[config.mk]
export PLATFORM = sky130hd
export DESIGN_NAME = led_chain_frame_builder
export DESIGN_NICKNAME = d
export VERILOG_FILES = /design/src/hdl/lcfb_pkg.sv /design/src/hdl/led_chain_frame_builder.sv /design/src/hdl/lcfb_ram.sv
export VERILOG_INCLUDE_DIRS = /design/src /design/src/hdl
export SDC_FILE = /design/constraint.sdc
export NUM_CORES = 1
export LEC_CHECK = 0
export BUFFER_PORTS_ARGS = -buffer_cell sky130_fd_sc_hd__buf_2
export CAP_MARGIN = 20
export CORE_MARGIN = 2
export CORE_UTILIZATION = 61
export DETAILED_ROUTE_END_ITERATION = 12
export GPL_TIMING_DRIVEN = 1
export PLACE_DENSITY = 0.79
export SYNTH_ARGS = -nofsm -noshare
export SYNTH_HDL_FRONTEND = slang
export SYNTH_HIERARCHICAL = 1
export SYNTH_SLANG_ARGS = --single-unit
[constraint.sdc]
create_clock -name clk -period 5.4 [get_ports clk]
set_clock_uncertainty 0.1 [all_clocks]
set_input_delay 1.08 -clock clk [delete_from_list [all_inputs] [get_ports clk]]
set_output_delay 1.08 -clock clk [all_outputs]
set_load 0.05 [all_outputs]
[src/hdl/led_chain_frame_builder_macros.svh]
// Assertion macros shared by the LED chain frame builder RTL.
`ifndef LED_CHAIN_FRAME_BUILDER_MACROS_SVH
`define LED_CHAIN_FRAME_BUILDER_MACROS_SVH

// The consequent holds in the same cycle as the antecedent.
`define LCFB_ASSERT_NOW(label, ante, cons, msg) \
	label: assert property (@(posedge clk) disable iff (!arst_n) (ante) |-> (cons)) \
		else $error(msg);

// The consequent holds in the cycle after the antecedent.
`define LCFB_ASSERT_NEXT(label, ante, cons, msg) \
	label: assert property (@(posedge clk) disable iff (!arst_n) (ante) |=> (cons)) \
		else $error(msg);

`endif

[src/hdl/lcfb_pkg.sv]
// Package with the shared types and constants of the LED chain frame builder.
`timescale 1ns / 1ps

package lcfb_pkg;

	// Default sizes.
	localparam int MAX_MODULE_LEDS_DEF = 16;
	localparam int END_WORDS_DEF       = 1;

	// Command opcodes.
	localparam logic [1:0] OP_SET_COLOUR = 2'd0;
	localparam logic [1:0] OP_SET_BRIGHT = 2'd1;
	localparam logic [1:0] OP_SERVICE    = 2'd2;

	// Frame word constants.
	localparam logic [2:0]  LED_HEADER  = 3'b111;
	localparam logic [4:0]  BRI_RESET   = 5'd31;
	localparam logic [31:0] START_WORD  = 32'h0000_0000;
	localparam logic [31:0] END_WORD    = 32'hFFFF_FFFF;

	// One command word.
	typedef struct packed {
		logic [1:0] opcode;
		logic [4:0] led_index;
		logic [7:0] red;
		logic [7:0] green;
		logic [7:0] blue;
		logic [7:0] brightness_value;
	} cmd_word_t;

	// One frame word.
	typedef struct packed {
		logic [31:0] frame_word;
		logic        last_word;
	} frame_word_t;

endpackage

[src/hdl/led_chain_frame_builder.sv]
// Top level of the LED chain frame builder: color store, brightness and frame sequencer.
//
//  port group           | dir | carries
//  ---------------------+-----+------------------------------------------------
//  cmd / cmd_valid      | in  | command word (color, brightness or service)
//  frame / frame_valid  | out | frame word and last-word flag
//  cfg_wr_en / _data    | in  | module LED count register
//
// Color and brightness commands emit nothing. A service on a dirty frame emits a start
// word, min(module_leds, MAX_MODULE_LEDS) + 1 LED words and END_WORDS end words, one word
// per cycle while the frame side does not stall, paced by the single read port of the
// color store and the one output register. A clean service or an unused opcode emits
// nothing. After reset all colors read as zero, brightness is 31 and the frame is dirty.
// A stall on the frame side freezes the sequencer; cmd_stall is high while it runs.
`timescale 1ns / 1ps
`include "led_chain_frame_builder_macros.svh"

module led_chain_frame_builder
	import lcfb_pkg::*;
#(
	parameter int MAX_MODULE_LEDS = MAX_MODULE_LEDS_DEF,
	parameter int END_WORDS       = END_WORDS_DEF
) (
	input  logic        clk,
	input  logic        arst_n,
	input  logic        cmd_valid,
	output logic        cmd_stall,
	input  cmd_word_t   cmd,
	output logic        frame_valid,
	input  logic        frame_stall,
	output frame_word_t frame,
	input  logic        cfg_wr_en,
	input  logic [4:0]  cfg_wr_data
);

	localparam int SLOTS  = MAX_MODULE_LEDS + 1;
	localparam int SLOT_W = (SLOTS > 1) ? $clog2(SLOTS) : 1;
	localparam int IDX_W  = $bits(cmd.led_index);
	localparam int CMP_W  = (SLOT_W > IDX_W) ? SLOT_W : IDX_W;
	localparam int END_W  = (END_WORDS > 1) ? $clog2(END_WORDS) : 1;
	localparam logic [CMP_W-1:0]  MAX_CMP  = CMP_W'(MAX_MODULE_LEDS);
	localparam logic [SLOT_W-1:0] MAX_SLOT = SLOT_W'(MAX_MODULE_LEDS);
	localparam logic [END_W-1:0]  END_LAST = END_W'(END_WORDS - 1);

	// Sequencer states.
	localparam logic [1:0] S_IDLE  = 2'd0;
	localparam logic [1:0] S_START = 2'd1;
	localparam logic [1:0] S_LED   = 2'd2;
	localparam logic [1:0] S_END   = 2'd3;

	logic [1:0]        state_q;
	logic [4:0]        module_leds_q;
	logic [4:0]        bri_q;
	logic              dirty_q;
	logic [SLOTS-1:0]  valid_q;
	logic [SLOT_W-1:0] cnt_q;
	logic [SLOT_W-1:0] limit_q;
	logic [END_W-1:0]  ecnt_q;
	logic              rd_valid_q;
	logic              frame_valid_q;
	frame_word_t       frame_q;

	logic              cmd_acc;
	logic              out_free;
	logic [CMP_W-1:0]  cfg_ext;
	logic [CMP_W-1:0]  limit_c;
	logic [CMP_W-1:0]  idx_ext;
	logic [SLOT_W-1:0] wr_addr;
	logic              wr_ok;
	logic              ram_we;
	logic              ram_re;
	logic [SLOT_W-1:0] ram_raddr;
	logic [23:0]       ram_rdata;
	logic [23:0]       colour;
	logic              at_limit;
	logic              load;
	frame_word_t       load_word;
	logic              svc_go;
	logic              end_go;
	logic              cnt_ok;
	logic              last_out;

	assign cmd_stall   = (state_q != S_IDLE);
	assign cmd_acc     = cmd_valid && !cmd_stall;
	assign out_free    = !frame_valid_q || !frame_stall;
	assign frame_valid = frame_valid_q;
	assign frame       = frame_q;

	// Highest LED index in use, with the count clamped to the store size.
	assign cfg_ext = CMP_W'(module_leds_q);
	assign limit_c = (cfg_ext > MAX_CMP) ? MAX_CMP : cfg_ext;
	assign idx_ext = CMP_W'(cmd.led_index);
	assign wr_addr = idx_ext[SLOT_W-1:0];
	assign wr_ok   = (idx_ext <= limit_c);
	assign ram_we  = cmd_acc && (cmd.opcode == OP_SET_COLOUR) && wr_ok;

	// Shared compare: has the LED counter reached the last LED in use?
	assign at_limit = (cnt_q == limit_q);

	// Store read requests and the word the sequencer loads into the output register.
	always_comb begin
		ram_re    = 1'b0;
		ram_raddr = cnt_q;
		load      = 1'b0;
		load_word = '{frame_word: START_WORD, last_word: 1'b0};
		unique case (state_q)
			S_IDLE: begin
			end
			S_START: begin
				ram_re    = out_free;
				ram_raddr = '0;
				load      = out_free;
			end
			S_LED: begin
				ram_re    = out_free && !at_limit;
				ram_raddr = SLOT_W'(cnt_q + 1'b1);
				load      = out_free;
				load_word = '{frame_word: {LED_HEADER, bri_q, colour[7:0], colour[15:8],
					colour[23:16]}, last_word: 1'b0};
			end
			S_END: begin
				load      = out_free;
				load_word = '{frame_word: END_WORD, last_word: (ecnt_q == END_LAST)};
			end
			default: begin
			end
		endcase
	end

	// An entry never written reads as zero.
	assign colour = rd_valid_q ? ram_rdata : 24'd0;

	lcfb_ram #(
		.WIDTH(24),
		.DEPTH(SLOTS)
	) u_colour_ram (
		.clk  (clk),
		.we   (ram_we),
		.waddr(wr_addr),
		.wdata({cmd.red, cmd.green, cmd.blue}),
		.re   (ram_re),
		.raddr(ram_raddr),
		.rdata(ram_rdata)
	);

	// Configuration register.
	always_ff @(posedge clk or negedge arst_n) begin
		if (!arst_n) begin
			module_leds_q <= '0;
		end else if (cfg_wr_en) begin
			module_leds_q <= cfg_wr_data;
		end
	end

	// Per-entry written flags and the flag that follows the read data.
	always_ff @(posedge clk or negedge arst_n) begin
		if (!arst_n) begin
			valid_q    <= '0;
			rd_valid_q <= 1'b0;
		end else begin
			if (ram_we) begin
				valid_q[wr_addr] <= 1'b1;
			end
			if (ram_re) begin
				rd_valid_q <= valid_q[ram_raddr];
			end
		end
	end

	// Command handling and the frame sequencer.
	always_ff @(posedge clk or negedge arst_n) begin
		if (!arst_n) begin
			state_q <= S_IDLE;
			bri_q   <= BRI_RESET;
			dirty_q <= 1'b1;
			cnt_q   <= '0;
			limit_q <= '0;
			ecnt_q  <= '0;
		end else begin
			unique case (state_q)
				S_IDLE: begin
					if (cmd_acc) begin
						if (cmd.opcode == OP_SET_COLOUR) begin
							if (wr_ok) begin
								dirty_q <= 1'b1;
							end
						end else if (cmd.opcode == OP_SET_BRIGHT) begin
							bri_q   <= cmd.brightness_value[4:0];
							dirty_q <= 1'b1;
						end else if (cmd.opcode == OP_SERVICE && dirty_q) begin
							dirty_q <= 1'b0;
							limit_q <= limit_c[SLOT_W-1:0];
							state_q <= S_START;
						end
					end
				end
				S_START: begin
					if (out_free) begin
						cnt_q   <= '0;
						state_q <= S_LED;
					end
				end
				S_LED: begin
					if (out_free) begin
						if (at_limit) begin
							ecnt_q  <= '0;
							state_q <= S_END;
						end else begin
							cnt_q <= SLOT_W'(cnt_q + 1'b1);
						end
					end
				end
				S_END: begin
					if (out_free) begin
						if (ecnt_q == END_LAST) begin
							state_q <= S_IDLE;
						end else begin
							ecnt_q <= END_W'(ecnt_q + 1'b1);
						end
					end
				end
				default: begin
					state_q <= S_IDLE;
				end
			endcase
		end
	end

	// Output register: loads a new word when empty or when its word is taken.
	always_ff @(posedge clk or negedge arst_n) begin
		if (!arst_n) begin
			frame_valid_q <= 1'b0;
		end else if (load) begin
			frame_valid_q <= 1'b1;
		end else if (!frame_stall) begin
			frame_valid_q <= 1'b0;
		end
	end

	always_ff @(posedge clk) begin
		if (load) begin
			frame_q <= load_word;
		end
	end

	// Conditions watched by the checks below.
	assign svc_go   = cmd_acc && (cmd.opcode == OP_SERVICE) && dirty_q;
	assign end_go   = (state_q == S_END) && out_free && (ecnt_q == END_LAST);
	assign cnt_ok   = (cnt_q <= limit_q) && (limit_q <= MAX_SLOT);
	assign last_out = frame_valid_q && frame_q.last_word && (state_q == S_IDLE);

	// Checks on the sequencer.
	`LCFB_ASSERT_NEXT(a_service_starts, svc_go, state_q == S_START && !dirty_q, "frame not started")
	`LCFB_ASSERT_NOW(a_cnt_in_range, state_q == S_LED, cnt_ok, "LED counter passed the last LED")
	`LCFB_ASSERT_NEXT(a_last_word_out, end_go, last_out, "final end word not flagged")

endmodule

[src/hdl/lcfb_ram.sv]
// Generic single-port-write, single-port-read RAM with registered read data.
`timescale 1ns / 1ps

module lcfb_ram #(
	parameter int WIDTH = 24,
	parameter int DEPTH = 17,
	localparam int AW = (DEPTH > 1) ? $clog2(DEPTH) : 1
) (
	input  logic             clk,
	input  logic             we,
	input  logic [AW-1:0]    waddr,
	input  logic [WIDTH-1:0] wdata,
	input  logic             re,
	input  logic [AW-1:0]    raddr,
	output logic [WIDTH-1:0] rdata
);

	logic [WIDTH-1:0] mem_q [DEPTH];
	logic [WIDTH-1:0] rdata_q;

	// Write port.
	always_ff @(posedge clk) begin
		if (we) begin
			mem_q[waddr] <= wdata;
		end
	end

	// Registered read port; data holds while no read is issued.
	always_ff @(posedge clk) begin
		if (re) begin
			rdata_q <= mem_q[raddr];
		end
	end

	assign rdata = rdata_q;

endmodule
* Yosys cells after proc, flatten, opt, wreduce, memory -nomap -nowiden
Memories as Yosys holds them, arrays and structs flattened. A register that Yosys moved wholly into a read port is not among the register bits.
Index checks and enable logic that the tools add are counted.
** Storage, ports and cells
- Memory bits (writable) :: 408
- Bits in registers :: 76
- ROM bits :: 0
- Memories :: 1
- Latch bits :: 0
- Logic and storage cells :: 103
** Cells by class
- Div/mod/pow operators :: 0
- Multiply operators :: 0
- $lt $le $gt $ge :: 5
- Add/sub/neg operators :: 2
- Shift-type cells :: 0
- Multiplexer cells :: 37
- Bitwise gates (word level) :: 4
- Reductions and logical operators :: 24
- Eq/ne operators :: 18
** Memories
- u_colour_ram.mem_q :: depth 17, bits a word 24, rd ports 1, clocked after memory_dff 1, write ports 1, line lcfb_ram.sv:18 : logic [WIDTH-1:0] mem_q [DEPTH];
** Operators with widths (number)
- 33-bit case mux with 2 select lines :: 1
- 24-bit two-way mux :: 1
- 2-bit != test, second input constant :: 11
- 5-bit two-way mux :: 4
- 5-bit case mux with 2 select lines :: 2
- 2-bit two-way mux :: 9
- 17-bit OR :: 1
- 4-bit AND reduction :: 4
- 1-bit two-way mux :: 15
- 5-bit by 6-bit less-than comparator with 1-bit output, second input constant :: 2
- 9-bit AND reduction :: 1
- 2-bit case mux with 4 select lines :: 1
- 2-bit equality test, second input constant :: 3
- 1-bit logical AND :: 6
- 2-bit nonzero test :: 3
- 5-bit by 1-bit adder with 5-bit output, second input constant :: 1
- 1-bit binary-select mux with 5-bit select :: 1
- 1-bit demux with 5-bit select :: 1
- 5-bit equality test :: 1
- 5-bit by 1-bit >= comparator with 1-bit output, second input constant :: 1
- 5-bit greater-than comparator, second input constant :: 1
- 5-bit less-or-equal comparator :: 1
- 5-bit AND reduction :: 1
- 2-bit by 1-bit equality test with 1-bit output, second input constant :: 2
- 9 further kinds :: 16

* Depth between registers and ports, before layout
- Depth in word-level cells :: 7
- Mapped depth :: 13

* By module
The synthesis kept the hierarchy.
** By module, submodules not included
- lcfb_ram :: seq. area each 12972.4 sq um, area an instance 16504.6 sq um, cells an instance 695, instances 1
- led_chain_frame_builder :: seq. area each 1989.4 sq um, area an instance 3651.0 sq um, cells an instance 297, instances 1

* Worst setup path before layout
Ideal clock, no wire load.
- Kind :: input -> register
- Start :: in cmd[33] in the netlist's numbering
- End :: mem u_colour_ram.mem_q[4][0] (enable)
- Path buffers :: 1
- Data arrival time :: 4.628 ns
- Cell stages on the path :: 11
- Slack :: 0.237 ns
- Cell sequence :: ha_1 > nor2b_1 > o21a_1 > o21a_1 > o21a_1 > o22ai_2 > buf_4 > nor3b_2 > nor2b_1 > nand2_1 > nor3_1
** Between the ends
- Cells in the longest elaborated chain, start to end :: 4
** Ends and longest elaborated chain
- from (decl) :: line led_chain_frame_builder.sv:28 : input cmd_word_t cmd,
- 5-bit less-or-equal comparator :: line led_chain_frame_builder.sv:94 : assign wr_ok = (idx_ext <= limit_c);
- 1-bit logical AND :: line led_chain_frame_builder.sv:95 : assign ram_we = cmd_acc && (cmd.opcode == OP_SET_COLOUR) && wr_ok;
- via ram_we :: line led_chain_frame_builder.sv:70 : logic ram_we;
- 1-bit two-way mux :: line lcfb_ram.sv:23 : if (we) begin
- 1-bit two-way mux (implied by the code) :: line lcfb_ram.sv:24 : mem_q[waddr] <= wdata;
- to (decl) :: line lcfb_ram.sv:18
The timed path passes the listed nets, and every way through them passes these cells.

* Worst setup path after layout
- Start :: reg state_q[0]
- End :: reg u_colour_ram.rdata_q[8] (netlist: u_colour_ram/rdata[8]), read port of u_colour_ram.mem_q (data pin)
** Between the ends
- Cells in the longest elaborated chain, start to end :: 2
** Ends and longest elaborated chain
- from (decl) :: line led_chain_frame_builder.sv:51 : logic [1:0] state_q;
- from (signal assigned) :: line led_chain_frame_builder.sv:173 : state_q <= S_IDLE;
- from (signal assigned) :: line led_chain_frame_builder.sv:193 : state_q <= S_START;
- from (signal assigned) :: line led_chain_frame_builder.sv:200 : state_q <= S_LED;
- 2-bit equality test or 2-bit by 1-bit equality test with 1-bit output (tied branches) :: line led_chain_frame_builder.sv:106 : unique case (state_q)
- 5-bit case mux with 2 select lines * :: line led_chain_frame_builder.sv:106
- via ram_raddr[2] :: line led_chain_frame_builder.sv:72 : logic [SLOT_W-1:0] ram_raddr;
- to (decl) :: line lcfb_ram.sv:19 : logic [WIDTH-1:0] rdata_q;
Mark *: on every way through the listed nets, which the timed path passes. The rest lies on a longest branch.
A chain may end at the register's enable or synchronous reset.

==> reports/metrics.cfg <==
[floorplan]
dieHeight_um = 186
core-area_um2 = 32500
core.rowCount = 66
initial_core_util_pct = 61.9
dieArea_um2 = 34500
boundaryPins = 84
die_x_um = 186

[finish]
multi_input_area_um2 = 4740
seq_area_um2 = 15000
drive_gt1_share_pct = 30.7
nFillCells = 2002
nets = 1170
syn2layout_area_growth_pct = 12.5

[global_routing]
grt_usage_pct = 25.7
grt_pass1_vias = 10500
grt_overflow = 0
grt_antenna_before_repair = 3
grt_first_pass_wirelength_um = 63700
grt_max_degree = 43

[critical_path]
startpoint_type = flip-flop
path_buf_inv = 3
crit_path_cell_trace = inv_1, ha_1, inv_1, o22ai_4, buf_4, mux4_2, mux2i_1, a221oi_2
slowest_stage = o22ai_4
arrival_ps = 4210
end_kind = flip-flop
path_common_cell = inv_1
cpPeakStageDelay_ps = 810
worstSetupPathType = reg2reg
crit_fanout = 20
path_delay_family = compound AO/OA/AOI/OAI gates
cp.required_ps = 5580

[synthesis]
synth_top_area_share_pct = 69.0
synthSimpleGateAreaFrac_pct = 3.24
synth_seq_area_share_pct = 74.2
synth_fp_nets = 1052
syn_inst = 992
synth_top_family_by_area = multiplexers
synth_edf_count = 463
yosys.area.top_type = edfxtp_1
netlist_top_cells_area = edfxtp_1 69%, mux4_2 11%, dfrtp_1 4.5%, a221oi_2 1.6%, mux2i_1 1.4%
synthTopCellsByCount = 463 x edfxtp_1, 95 x mux4_2, 46 x nor2_1
ys.flop_type = edfxtp_1
syn-mean-instance-area_um2 = 20.3
synth_most_common_cell = edfxtp_1
synth-adder-area-share_pct = 0.683
post_synth_xor_area_fraction_pct = 0.217
ys_ff_latch = 505
synth_compound_area_share_pct = 5.96
yosys.cell_types.count = 66
syn_area_um2 = 20200
muxShareOfSynthArea_pct = 13.0
async_reset_ff_share_pct = 8.32
synth_warnings = 6

[timing]
rsz0062_at_grt = false
hold_ws_ps = 362
layout_min_cycle_time_ps = 4030
timing.fmax_ghz = 0.248
slew_violations = 0
fin_tns_setup_ps = 0
maxSlewHeadroom_pct = 32.5
tightestPinTransition_ps = 1010
timing.final.crit_share_pct = 74.7
finalSetupViolations = 0
hold_violations = 0

[clocking]
htree_levels = 2
post_cts_buffers = 0
cts.sinks = 505
ctsResizeCount = 0
clockBufferDepth = 3
tritoncts = done
worstSkewPairLatency_ps = 550
root_buffer = clkbuf_16
cts_hold_buf = 0
cts-buffers-inserted = 49
clk_pin_slew_worst_paths_ps = 60

[power_and_ir_drop]
ir_drop_v = 0.000371
p_leak_nw = 7.68
p_total_mw = 12.0
p_per_area_nw_per_um2 = 528

[routing]
first_pass_iters = 7
wire_per_inst_um = 27.0
drc = 0
drtIter0Drc = 1111
drt_wl_total_um = 43100
viasPerCell = 6.43
postRouteAntennaNets = 0
vias = 10200

[run_status]
status = completed

[run]
maxCapViolCount = 0

[worst_hold_path]
min_path_type = reg2reg

[placed_design]
gp_congestion = 0.771
io_buffers = 80
dp_hpwl_um = 23900

-- through the flow --
step / cells / utilization, % / setup WS (ps) / area, um2
detailed placement: 1498 / 64.8 / 1090 / 21100
floorplan: 992 / - / 237 / 20200
CTS: 1587 / 69.4 / 1330 / 22600
finish: 1593 / 69.7 / 1370 / 22700
global placement: 1498 / 64.8 / 1120 / 21100
global route: 1591 / 69.7 / 1130 / 22700
-- layout by cell type (no fill, tap or decap), types with 21 or more instances in the layout --
cell type	count
a21o_1	29
a221oi_2	21
buf_2	80
buf_4	33
clkbuf_16	50
dfrtp_1	36
edfxtp_1	463
mux2i_1	28
mux4_2	95
nand2_1	22
nor2_1	34
o22ai_1	27
-- path summary, 6_finish.rpt --
check,cells after the start,start,slack (ps),end
setup reg to reg,8,state_q[0],1370,u_colour_ram/rdata[8]
max in group asynchronous,1,arst_n,4020,cnt_q[0]
min in group asynchronous,1,arst_n,580,cfg_ext[1]
hold reg to reg,1,valid_q[6],360,valid_q[6]
hold / removal,1,valid_q[6],360,valid_q[6]
setup / recovery,8,state_q[0],1370,u_colour_ram/rdata[8]
-- flip-flops by register name, indices dropped and copies added (netlist names), 2 cells and up --
signal              cells
bri_q                   5
cfg_ext                 5
cnt_q                   5
frame                  31
limit_q                 5
state_q                 2
u_colour_ram/mem_q    408
u_colour_ram/rdata     24
valid_q                17
-- report_power, final --
group | leakage (nW) | total, mW | switching [mW] | internal, mW
Clock | 0.735 | 3.21 | 1.37 | 1.83
Combinational | 2.21 | 3.89 | 2.36 | 1.52
Sequential | 4.74 | 4.89 | 0.145 | 4.74
-- kinds of logic (layout without fill, tap and decap cells) --
group,Yosys count,count (layout)
adder cells (fa/ha/maj),11,11
multiplexers,136,136
other,0,3
AND/OR/NAND/NOR,127,127
AO/OA/AOI/OAI,138,138
buffers and inverters,70,226
XOR/XNOR,5,5
flip-flops,505,505
-- metal layers --
| metal | vias up | wire, um | GRT usage [%] | part of all wire, % |
|---|---|---|---|---|
| li1 | 4339 | - | - | - |
| met5 | - | 0 | 0 | 0 |
| met3 | 99 | 3370 | 4.89 | 7.8 |
| met4 | 0 | 1240 | 8.63 | 2.9 |
| met2 | 494 | 21600 | 42.8 | 50 |
| met1 | 5316 | 16800 | 34.5 | 39 |
-- final cells by class --
| cell class | instances | area share [%] |
|---|---|---|
| multi-input combinational | 417 | 20.9 |
| timing repair buffer | 122 | 3.72 |
| tap | 442 | 2.44 |
| clock buffer | 61 | 5.70 |
| antenna | 3 | 0.0331 |
| sequential | 505 | 66.0 |
| clock inverter | 28 | 0.927 |
| inverter | 15 | 0.259 |
No activity file was read; power rests on OpenSTA's default activity.
